<file path="src/trd_pkg.sv">
// Package for the run-length encoded true-color image decoder.
// It holds the parser phase type, header byte positions, result kinds and the result record.
// It has no dependencies; all decoder modules import it.
`default_nettype none

package trd_pkg;

  typedef enum logic [1:0] {
    PH_HEADER = 2'd0,
    PH_PACKET = 2'd1,
    PH_COLOUR = 2'd2
  } phase_e;

  localparam logic [1:0] KIND_HEADER = 2'd0;
  localparam logic [1:0] KIND_PIXEL  = 2'd1;
  localparam logic [1:0] KIND_ERROR  = 2'd2;

  localparam logic [4:0] HPOS_ID_LEN     = 5'd0;
  localparam logic [4:0] HPOS_CMAP_TYPE  = 5'd1;
  localparam logic [4:0] HPOS_IMAGE_TYPE = 5'd2;
  localparam logic [4:0] HPOS_X_ORG_LO   = 5'd8;
  localparam logic [4:0] HPOS_Y_ORG_HI   = 5'd11;
  localparam logic [4:0] HPOS_WIDTH_LO   = 5'd12;
  localparam logic [4:0] HPOS_WIDTH_HI   = 5'd13;
  localparam logic [4:0] HPOS_HEIGHT_LO  = 5'd14;
  localparam logic [4:0] HPOS_HEIGHT_HI  = 5'd15;
  localparam logic [4:0] HPOS_DEPTH      = 5'd16;
  localparam logic [4:0] HPOS_DESCRIPTOR = 5'd17;

  localparam logic [7:0] IMAGE_TYPE_RLE_RGB = 8'd10;

  localparam logic [1:0] CBI_BLUE  = 2'd0;
  localparam logic [1:0] CBI_GREEN = 2'd1;
  localparam logic [1:0] CBI_RED   = 2'd2;

  localparam int unsigned TDATA_W = 80;

  typedef struct packed {
    logic [1:0]  kind;
    logic [15:0] image_width;
    logic [15:0] image_height;
    logic [7:0]  pixel_depth;
    logic [7:0]  red;
    logic [7:0]  green;
    logic [7:0]  blue;
    logic [7:0]  repeat_count;
    logic        image_done;
  } result_t;

endpackage

`default_nettype wire

</file>
<file path="src/trd_front.sv">
// Front end of the decoder: accepts stream bytes, parses the header and the packets.
// It keeps all parser state and pushes one result record per result into the queue.
// Depends on trd_pkg.
`default_nettype none

module trd_front
  import trd_pkg::*;
(
  input  logic       clk_i,
  input  logic       rst_ni,
  input  logic       in_valid_i,
  output logic       in_ready_o,
  input  logic [7:0] data_byte_i,
  input  logic       frame_start_i,
  input  logic       q_ready_i,
  output logic       res_valid_o,
  output result_t    res_o
);

  phase_e      phase_q, phase_d;
  logic [4:0]  hpos_q, hpos_d;
  logic [15:0] width_q, width_d;
  logic [15:0] height_q, height_d;
  logic [7:0]  depth_q, depth_d;
  logic        bad_q, bad_d;
  logic [31:0] pixels_q, pixels_d;
  logic        is_run_q, is_run_d;
  logic [7:0]  pkt_q, pkt_d;
  logic [1:0]  cbi_q, cbi_d;
  logic [7:0]  blue_q, blue_d;
  logic [7:0]  green_q, green_d;

  logic        accept;
  phase_e      eff_phase;
  logic [4:0]  eff_hpos;
  logic        eff_bad;
  logic        hdr_last;
  logic        hdr_bad_fin;
  logic        img_empty;
  logic [31:0] area;
  logic [7:0]  rep;
  logic [31:0] pix_next;
  logic [7:0]  pkt_next;
  logic        pix_done;

  assign accept     = in_valid_i & q_ready_i;
  assign in_ready_o = q_ready_i;

  assign eff_phase = frame_start_i ? PH_HEADER : phase_q;
  assign eff_hpos  = frame_start_i ? HPOS_ID_LEN : hpos_q;
  assign eff_bad   = frame_start_i ? 1'b0 : bad_q;

  assign hdr_last    = (eff_hpos == HPOS_DESCRIPTOR);
  assign hdr_bad_fin = eff_bad | (data_byte_i != 8'd0);
  assign img_empty   = (width_q == 16'd0) | (height_q == 16'd0);
  assign area        = {16'd0, width_q} * {16'd0, height_q};

  always_comb begin
    if (is_run_q) begin
      rep = (pixels_q < {24'd0, pkt_q}) ? pixels_q[7:0] : pkt_q;
    end else begin
      rep = (pixels_q != 32'd0) ? 8'd1 : 8'd0;
    end
  end

  assign pix_next = pixels_q - {24'd0, rep};
  assign pkt_next = (is_run_q || pkt_q == 8'd0) ? 8'd0 : pkt_q - 8'd1;
  assign pix_done = (pix_next == 32'd0);

  always_comb begin
    phase_d = phase_q;
    if (accept) begin
      unique case (eff_phase)
        PH_PACKET: phase_d = PH_COLOUR;
        PH_COLOUR: begin
          if (cbi_q != CBI_BLUE && cbi_q != CBI_GREEN) begin
            if (pix_done) begin
              phase_d = PH_HEADER;
            end else if (pkt_next == 8'd0) begin
              phase_d = PH_PACKET;
            end
          end
        end
        default: begin
          if (hdr_last && !hdr_bad_fin && !img_empty) begin
            phase_d = PH_PACKET;
          end else begin
            phase_d = PH_HEADER;
          end
        end
      endcase
    end
  end

  always_comb begin
    hpos_d   = hpos_q;
    width_d  = width_q;
    height_d = height_q;
    depth_d  = depth_q;
    bad_d    = bad_q;
    pixels_d = pixels_q;
    is_run_d = is_run_q;
    pkt_d    = pkt_q;
    cbi_d    = cbi_q;
    blue_d   = blue_q;
    green_d  = green_q;

    res_valid_o        = 1'b0;
    res_o.kind         = KIND_HEADER;
    res_o.image_width  = width_q;
    res_o.image_height = height_q;
    res_o.pixel_depth  = depth_q;
    res_o.red          = 8'd0;
    res_o.green        = 8'd0;
    res_o.blue         = 8'd0;
    res_o.repeat_count = 8'd0;
    res_o.image_done   = 1'b0;

    if (accept) begin
      unique case (eff_phase)
        PH_PACKET: begin
          is_run_d = data_byte_i[7];
          pkt_d    = {1'b0, data_byte_i[6:0]} + 8'd1;
          cbi_d    = CBI_BLUE;
        end
        PH_COLOUR: begin
          case (cbi_q)
            CBI_BLUE: begin
              blue_d = data_byte_i;
              cbi_d  = CBI_GREEN;
            end
            CBI_GREEN: begin
              green_d = data_byte_i;
              cbi_d   = CBI_RED;
            end
            default: begin
              pixels_d           = pix_next;
              pkt_d              = pkt_next;
              cbi_d              = CBI_BLUE;
              res_valid_o        = 1'b1;
              res_o.kind         = KIND_PIXEL;
              res_o.red          = data_byte_i;
              res_o.green        = green_q;
              res_o.blue         = blue_q;
              res_o.repeat_count = rep;
              res_o.image_done   = pix_done;
              if (pix_done) begin
                hpos_d = HPOS_ID_LEN;
                bad_d  = 1'b0;
              end
            end
          endcase
        end
        default: begin
          hpos_d = eff_hpos + 5'd1;
          bad_d  = eff_bad;
          unique case (eff_hpos) inside
            HPOS_ID_LEN, HPOS_CMAP_TYPE, [HPOS_X_ORG_LO:HPOS_Y_ORG_HI], HPOS_DESCRIPTOR: begin
              if (data_byte_i != 8'd0) begin
                bad_d = 1'b1;
              end
            end
            HPOS_IMAGE_TYPE: begin
              if (data_byte_i != IMAGE_TYPE_RLE_RGB) begin
                bad_d = 1'b1;
              end
            end
            HPOS_WIDTH_LO:  width_d  = {8'd0, data_byte_i};
            HPOS_WIDTH_HI:  width_d  = {data_byte_i, width_q[7:0]};
            HPOS_HEIGHT_LO: height_d = {8'd0, data_byte_i};
            HPOS_HEIGHT_HI: height_d = {data_byte_i, height_q[7:0]};
            HPOS_DEPTH:     depth_d  = data_byte_i;
            default: ;
          endcase
          if (hdr_last) begin
            hpos_d      = HPOS_ID_LEN;
            bad_d       = 1'b0;
            res_valid_o = 1'b1;
            if (hdr_bad_fin) begin
              res_o.kind = KIND_ERROR;
            end else begin
              res_o.image_done = img_empty;
              pixels_d         = area;
              pkt_d            = 8'd0;
              cbi_d            = CBI_BLUE;
            end
          end
        end
      endcase
    end
  end

  always_ff @(posedge clk_i or negedge rst_ni) begin
    if (!rst_ni) begin
      phase_q  <= PH_HEADER;
      hpos_q   <= HPOS_ID_LEN;
      width_q  <= 16'd0;
      height_q <= 16'd0;
      depth_q  <= 8'd0;
      bad_q    <= 1'b0;
      pixels_q <= 32'd0;
      is_run_q <= 1'b0;
      pkt_q    <= 8'd0;
      cbi_q    <= CBI_BLUE;
      blue_q   <= 8'd0;
      green_q  <= 8'd0;
    end else begin
      phase_q  <= phase_d;
      hpos_q   <= hpos_d;
      width_q  <= width_d;
      height_q <= height_d;
      depth_q  <= depth_d;
      bad_q    <= bad_d;
      pixels_q <= pixels_d;
      is_run_q <= is_run_d;
      pkt_q    <= pkt_d;
      cbi_q    <= cbi_d;
      blue_q   <= blue_d;
      green_q  <= green_d;
    end
  end

endmodule

`default_nettype wire

</file>
<file path="src/trd_queue.sv">
// Two-entry result queue between the parser front end and the output back end.
// Either side can stall without stopping the other for up to two results.
// Depends on trd_pkg.
`default_nettype none

module trd_queue
  import trd_pkg::*;
(
  input  logic    clk_i,
  input  logic    rst_ni,
  input  logic    push_i,
  input  result_t push_data_i,
  output logic    ready_o,
  input  logic    pop_i,
  output logic    valid_o,
  output result_t head_o
);

  result_t    entries_q [2];
  logic       wr_ptr_q;
  logic       rd_ptr_q;
  logic [1:0] count_q;
  logic       do_push;
  logic       do_pop;

  assign ready_o = (count_q != 2'd2);
  assign valid_o = (count_q != 2'd0);
  assign head_o  = entries_q[rd_ptr_q];
  assign do_push = push_i & ready_o;
  assign do_pop  = pop_i & valid_o;

  always_ff @(posedge clk_i) begin
    if (do_push) begin
      entries_q[wr_ptr_q] <= push_data_i;
    end
  end

  always_ff @(posedge clk_i or negedge rst_ni) begin
    if (!rst_ni) begin
      wr_ptr_q <= 1'b0;
      rd_ptr_q <= 1'b0;
      count_q  <= 2'd0;
    end else begin
      if (do_push) begin
        wr_ptr_q <= ~wr_ptr_q;
      end
      if (do_pop) begin
        rd_ptr_q <= ~rd_ptr_q;
      end
      if (do_push && !do_pop) begin
        count_q <= count_q + 2'd1;
      end else if (do_pop && !do_push) begin
        count_q <= count_q - 2'd1;
      end
    end
  end

endmodule

`default_nettype wire

</file>
<file path="src/trd_back.sv">
// Back end of the decoder: takes result records from the queue and formats them.
// It packs the output word and holds it in the output register until transfer.
// Depends on trd_pkg.
`default_nettype none

module trd_back
  import trd_pkg::*;
(
  input  logic               clk_i,
  input  logic               rst_ni,
  input  logic               q_valid_i,
  input  result_t            q_head_i,
  output logic               q_pop_o,
  output logic               m_axis_tvalid,
  input  logic               m_axis_tready,
  output logic [TDATA_W-1:0] m_axis_tdata,
  output logic [1:0]         m_axis_tuser,
  output logic               m_axis_tlast
);

  logic               valid_q;
  logic [TDATA_W-1:0] tdata_q;
  logic [1:0]         tuser_q;
  logic               tlast_q;
  logic [TDATA_W-1:0] packed_data;

  assign packed_data = {q_head_i.repeat_count,
                        q_head_i.red, q_head_i.green, q_head_i.blue, 8'd0,
                        q_head_i.pixel_depth,
                        q_head_i.image_height,
                        q_head_i.image_width};

  assign q_pop_o = q_valid_i & (~valid_q | m_axis_tready);

  always_ff @(posedge clk_i) begin
    if (q_pop_o) begin
      tdata_q <= packed_data;
      tuser_q <= q_head_i.kind;
      tlast_q <= q_head_i.image_done;
    end
  end

  always_ff @(posedge clk_i or negedge rst_ni) begin
    if (!rst_ni) begin
      valid_q <= 1'b0;
    end else if (q_pop_o) begin
      valid_q <= 1'b1;
    end else if (m_axis_tready) begin
      valid_q <= 1'b0;
    end
  end

  assign m_axis_tvalid = valid_q;
  assign m_axis_tdata  = tdata_q;
  assign m_axis_tuser  = tuser_q;
  assign m_axis_tlast  = tlast_q;

endmodule

`default_nettype wire

</file>
<file path="src/tga_rle_truecolor_decoder.sv">
// Top level of the run-length encoded true-color image decoder.
// Instantiates the parser front end, the result queue and the output back end.
// Depends on trd_pkg, trd_front, trd_queue and trd_back.
//
//  Port group   Dir  Payload
//  s_axis       in   tdata: data_byte; tuser: frame_start
//  m_axis       out  tdata: width, height, depth, rgba, repeat; tuser: kind; tlast: done
//
// One byte is accepted per cycle while the queue has room; the parser updates its state in that cycle.
// A result is registered in the queue and then in the output register before it reaches m_axis.
// Reset clears the parser to the header phase and empties the queue.
// A stalled output holds results in the two-entry queue and then stalls the input.
`default_nettype none

module tga_rle_truecolor_decoder
  import trd_pkg::*;
(
  input  logic               clk_i,
  input  logic               rst_ni,
  input  logic               s_axis_tvalid,
  output logic               s_axis_tready,
  input  logic [7:0]         s_axis_tdata,   // [7:0] data_byte
  input  logic               s_axis_tuser,   // [0] frame_start
  output logic               m_axis_tvalid,
  input  logic               m_axis_tready,
  output logic [TDATA_W-1:0] m_axis_tdata,   // [15:0] image_width, [31:16] image_height,
                                             // [39:32] pixel_depth, [71:40] pixel_rgba,
                                             // [79:72] repeat_count
  output logic [1:0]         m_axis_tuser,   // [1:0] kind
  output logic               m_axis_tlast    // image_done
);

  logic    q_ready;
  logic    push;
  result_t push_data;
  logic    q_valid;
  result_t q_head;
  logic    q_pop;

  trd_front u_front (
    .clk_i        (clk_i),
    .rst_ni       (rst_ni),
    .in_valid_i   (s_axis_tvalid),
    .in_ready_o   (s_axis_tready),
    .data_byte_i  (s_axis_tdata),
    .frame_start_i(s_axis_tuser),
    .q_ready_i    (q_ready),
    .res_valid_o  (push),
    .res_o        (push_data)
  );

  trd_queue u_queue (
    .clk_i      (clk_i),
    .rst_ni     (rst_ni),
    .push_i     (push),
    .push_data_i(push_data),
    .ready_o    (q_ready),
    .pop_i      (q_pop),
    .valid_o    (q_valid),
    .head_o     (q_head)
  );

  trd_back u_back (
    .clk_i        (clk_i),
    .rst_ni       (rst_ni),
    .q_valid_i    (q_valid),
    .q_head_i     (q_head),
    .q_pop_o      (q_pop),
    .m_axis_tvalid(m_axis_tvalid),
    .m_axis_tready(m_axis_tready),
    .m_axis_tdata (m_axis_tdata),
    .m_axis_tuser (m_axis_tuser),
    .m_axis_tlast (m_axis_tlast)
  );

  a_pixel_nonzero_repeat : assert property (@(posedge clk_i) disable iff (!rst_ni)
    m_axis_tvalid && m_axis_tuser == KIND_PIXEL |-> m_axis_tdata[79:72] != 8'd0)
    else $error("pixel result with zero repeat count");

  a_error_not_done : assert property (@(posedge clk_i) disable iff (!rst_ni)
    m_axis_tvalid && m_axis_tuser == KIND_ERROR |-> !m_axis_tlast)
    else $error("header error marked as image end");

  a_header_no_pixel : assert property (@(posedge clk_i) disable iff (!rst_ni)
    m_axis_tvalid && m_axis_tuser != KIND_PIXEL |-> m_axis_tdata[79:40] == 40'd0)
    else $error("header result carries pixel data");

  a_queue_holds_when_stalled : assert property (@(posedge clk_i) disable iff (!rst_ni)
    !q_ready |-> q_valid && m_axis_tvalid)
    else $error("input stalled while the output side is not full");

endmodule

`default_nettype wire
</file>
<file path="config.mk">
export PLATFORM = sky130hd
export DESIGN_NAME = tga_rle_truecolor_decoder
export DESIGN_NICKNAME = d
export VERILOG_FILES = /design/src/trd_pkg.sv /design/src/trd_front.sv /design/src/trd_queue.sv /design/src/trd_back.sv /design/src/tga_rle_truecolor_decoder.sv
export SDC_FILE = /design/constraint.sdc
export NUM_CORES = 1
export LEC_CHECK = 0
export ABC_AREA = 1
export BUFFER_PORTS_ARGS = -buffer_cell sky130_fd_sc_hd__buf_4
export CORE_ASPECT_RATIO = 0.5
export CORE_MARGIN = 2
export CORE_UTILIZATION = 65
export CTS_BUF_LIST = sky130_fd_sc_hd__clkbuf_8
export CTS_CLUSTER_DIAMETER = 30
export DETAILED_ROUTE_END_ITERATION = 10
export HOLD_SLACK_MARGIN = 0.05
export PLACE_DENSITY = 0.9
export SYNTH_ARGS = -nofsm -noshare
export SYNTH_HDL_FRONTEND = slang
export SYNTH_SLANG_ARGS = --single-unit
</file>
<file path="constraint.sdc">
create_clock -name clk_i -period 6.9 [get_ports clk_i]
set_input_delay 1.38 -clock clk_i [delete_from_list [all_inputs] [get_ports clk_i]]
set_output_delay 1.38 -clock clk_i [all_outputs]
set_load 0.01 [all_outputs]
</file>
==> reports/metrics.cfg <==
[grt]
grt_antenna_before_repair=0
grt-ovfl-total=0
first_global_vias=19371
largest_net_degree_at_the_start_of_global_routing=77
global_route_wire_length_before_repair_um=99150
grt_use_total_pct=32.95

[final_layout]
final_layout_size_suffix_gt1_share_pct=7.949
syn2layout_area_growth_pct=8.310
multi_input_comb_area_um2=12120
ff_latch_area_um2=9560
n_antenna_cell=0
design.final.nets=3143
fin_area_um2=25980
nFillCells=2409
finish.cell_count_without_fillers=3327

[clocking]
max-clock-path-buffers=3
clock-root-buffer=clkbuf_8
cts.repair_timing.setup_buffer_count=0
clock_latency_ns=0.63
clk_transition_reported_paths_ns=0.08
tritoncts=yes
tritoncts_num_sinks=337
post_cts_hold_buffer_count=0
cts.repair.resized=0
cts_h_tree_lvls=2
cts_made_buffers=49

[placement]
postPlaceCellArea_um2=24960
place.port_buffers=89
placed_cells_incl_taps=3236
place.detailed.hpwl_um=44340
globalplace.congestion=0.9901

[sta]
clock_skew_ns=0.05676
achievable-frequency_mhz=156.0
fin_crit_sh_pct=92.91
rsz0062_at_grt=no
max-slew-margin-rel_pct=21.25
period_needed_ns=6.411
setup_tns_ns=0
tightestPinTransition_ns=1.180
final_max_slew_viol_count=0
final_setup_violation_count=0
report.final.hold_viol_count=0

[critical_path]
timing.critical_path.to_type=register
cp-endpoint=u_front.pixels_q[31]$_DFFE_PN0P_
critical_path.reg2reg.endpoint=u_front.pixels_q[31]$_DFFE_PN0P_
launch_point_of_the_worst_reg_to_reg_path=u_front.width_q[13]$_DFFE_PN0P_
worst-path-max-fanout=19
critical_path_required_ns=7.37
regToRegSetupSlack_ns=0.49
worst-r2r-cell-count=23
category_of_the_worst_setup_path_launch_point=register
worst_setup_path_startpoint=u_front.width_q[13]$_DFFE_PN0P_
arrival_ns=6.88
critPathKind=reg2reg

[routing]
routed_wl_um=62000
drc_violation_count_after_routing=0
drtAntennaViolNets=0
first_iter_violations=2870
via_count=19534
routed_wire_length_per_instance_um=18.63
drt_pre_antenna_iters=7
post_drt_via_cell_ratio=5.871

[yosys]
synth_edf_count=225
synth_commonest_cells=nand2_1 (820), inv_1 (486), edfxtp_1 (225)
asyncSetResetFlopFracSynth_pct=33.23
syn_area_um2=23990
ys_top_cells_by_area=edfxtp_1 (28%), fa_1 (16%), nand2_1 (13%)
synth_area_per_cell_um2=8.700
dominantRegCellSynth=edfxtp_1
ys_seq_area_share_pct=39.85
ys_warn_count=0
post-synth-top-count-cell=nand2_1
yosysTopAreaCell=edfxtp_1
netlist.area_leader.share_pct=28.17
syn_inst=2757
synth_seq_cells=337
netlist-cell-type-count=53

[power]
power.density_nw_per_um2=202.0
power.leakage_nw=12.73
netSwitchingFraction_pct=29.79
peakVddDrop_uv=292.7
clock_power_share_pct=31.4
share_of_power_burned_in_combinational_logic_pct=19.6
p_int_w=0.003684
share_seq_of_total_power_pct=49.0
p_switching_w=0.001563

[floorplanning]
placementRows=49
fp.dieH_um=139.8
core_region_area_um2=36110
floorplan.die.width_um=275.7
start_util_pct=66.42
ios=98
dieArea_um2=38550

[status]
run_status=finished clean

[job]
max_cap_violations=0

[min_path]
min_path_type=reg2reg
hold_depth=0

flip-flops by register name (all words and copies together), names as in the netlist:
| signal | cells |
|---|---|
| u_back.m_axis_tdata | 72 |
| u_back.m_axis_tlast | 1 |
| u_back.m_axis_tuser | 2 |
| u_back.m_axis_tvalid | 1 |
| u_front.bad_q | 1 |
| u_front.blue_q | 8 |
| u_front.cbi_q | 2 |
| u_front.depth_q | 8 |
| u_front.green_q | 8 |
| u_front.height_q | 16 |
| u_front.hpos_q | 5 |
| u_front.is_run_q | 1 |
| u_front.phase_q | 2 |
| u_front.pixels_q | 32 |
| u_front.pkt_q | 8 |
| u_front.width_q | 16 |
| u_queue.count_q | 2 |
| u_queue.entries_q | 150 |
| u_queue.rd_ptr_q | 1 |
| u_queue.wr_ptr_q | 1 |
worst min path at each step:
stage,from,end,slack (ns)
5_1_grt,u_front.depth_q[0]$_DFFE_PN0P_,u_queue.entries_q[0][33]$_DFFE_PP_,0.49
3_3_place_gp,u_front.depth_q[2]$_DFFE_PN0P_,u_queue.entries_q[1][35]$_DFFE_PP_,0.45
6_report,u_front.depth_q[2]$_DFFE_PN0P_,u_queue.entries_q[1][35]$_DFFE_PP_,0.47
3_5_place_dp,u_front.depth_q[0]$_DFFE_PN0P_,u_queue.entries_q[0][33]$_DFFE_PP_,0.46
4_1_cts,u_front.depth_q[2]$_DFFE_PN0P_,u_queue.entries_q[0][35]$_DFFE_PP_,0.48
2_1_floorplan,u_front.height_q[0]$_DFFE_PN0P_,u_queue.entries_q[0][41]$_DFFE_PP_,0.44
power by group through the flow:
stage	clock network [W]	registers, W	logic [W]
final	0.00165	0.00257	0.00103
after floorplan	0	0.00274	0.000383
after global routing	0.00173	0.00260	0.00111
after global placement	0	0.00260	0.000989
after detailed placement	0	0.00261	0.00104
after CTS	0.00165	0.00258	0.00104
cells in the final DEF, fill, tap and decap left out, drive strengths merged, types with 2 or more instances in the layout:
cell      instances
nand2           827
inv             506
edfxtp          225
fa              195
nor2            195
o21ai           155
ha              132
dfrtp           112
buf             105
nand3            81
a21oi            73
clkbuf           59
nand4            36
o22ai            20
nor3             18
xor2             14
clkinv           14
xnor2             9
nor4              8
conb              8
a31oi             6
clkinvlp          6
o211ai            5
or2               5
o21bai            4
a22oi             3
o31ai             3
nand3b            2
o32ai             2
o21a              2
layout make-up:
| class | instances | area share (%) |
|---|---|---|
| clock buffer | 59 | 3.126 |
| clock inverter | 32 | 0.8091 |
| inverter | 495 | 7.152 |
| multi-input combinational | 1815 | 46.65 |
| sequential | 337 | 36.80 |
| tap | 484 | 2.331 |
| timing repair buffer | 105 | 3.131 |
routing by layer:
layer	vias to the layer above	part of all wire [%]	global-route usage [%]
li1	8718	-	-
met1	9256	38	45.32
met2	1358	47	52.75
met3	200	12	7.506
met4	2	3.0	9.844
met5	-	0.040	0
stage by stage:
step	setup WS [ns]	util (%)	hold slack (ns)	total power (W)
2_1_floorplan	0.5419	-	0.4402	0.003125
3_5_place_dp	0.7520	69.11	0.4614	0.003648
6_report	0.4894	71.94	0.4729	0.005248
3_3_place_gp	0.7103	69.11	0.4507	0.003587
4_1_cts	0.6480	71.94	0.4785	0.005267
5_1_grt	0.1913	71.94	0.4892	0.005439
critical path, cell delays in order, from the launching register on:
cell and delay [ns]:
dfrtp_1 0.91, nand2_1 0.18, fa_1 0.60, inv_1 0.06, fa_1 0.53, inv_1 0.05, fa_1 0.51, inv_1 0.06
fa_1 0.54, inv_1 0.05, fa_1 0.47, inv_1 0.05, fa_1 0.36, ha_1 0.38, nand2_1 0.09, inv_1 0.08
nand3_1 0.11, nor2_1 0.26, nand4_1 0.23, nand3_1 0.22, a31oi_1 0.12, xor2_1 0.17, nor2_1 0.14, o21ai_1 0.08
cells by family (layout without fill, tap and decap cells):
family / count (synthesis) / after routing / share of synthesized area (%)
AOI/OAI and AO/OA: 283 / 283 / 6.505
xor gates and xnor gates: 23 / 23 / 0.8399
adders and majority gates: 327 / 327 / 23.16
buffers and inverters: 612 / 691 / 9.838
DFF: 337 / 337 / 39.85
other: 1 / 8 / 0.01563
and+or+nand+nor: 1174 / 1174 / 19.79
Note: power is estimated with default switching activity, not from simulation.
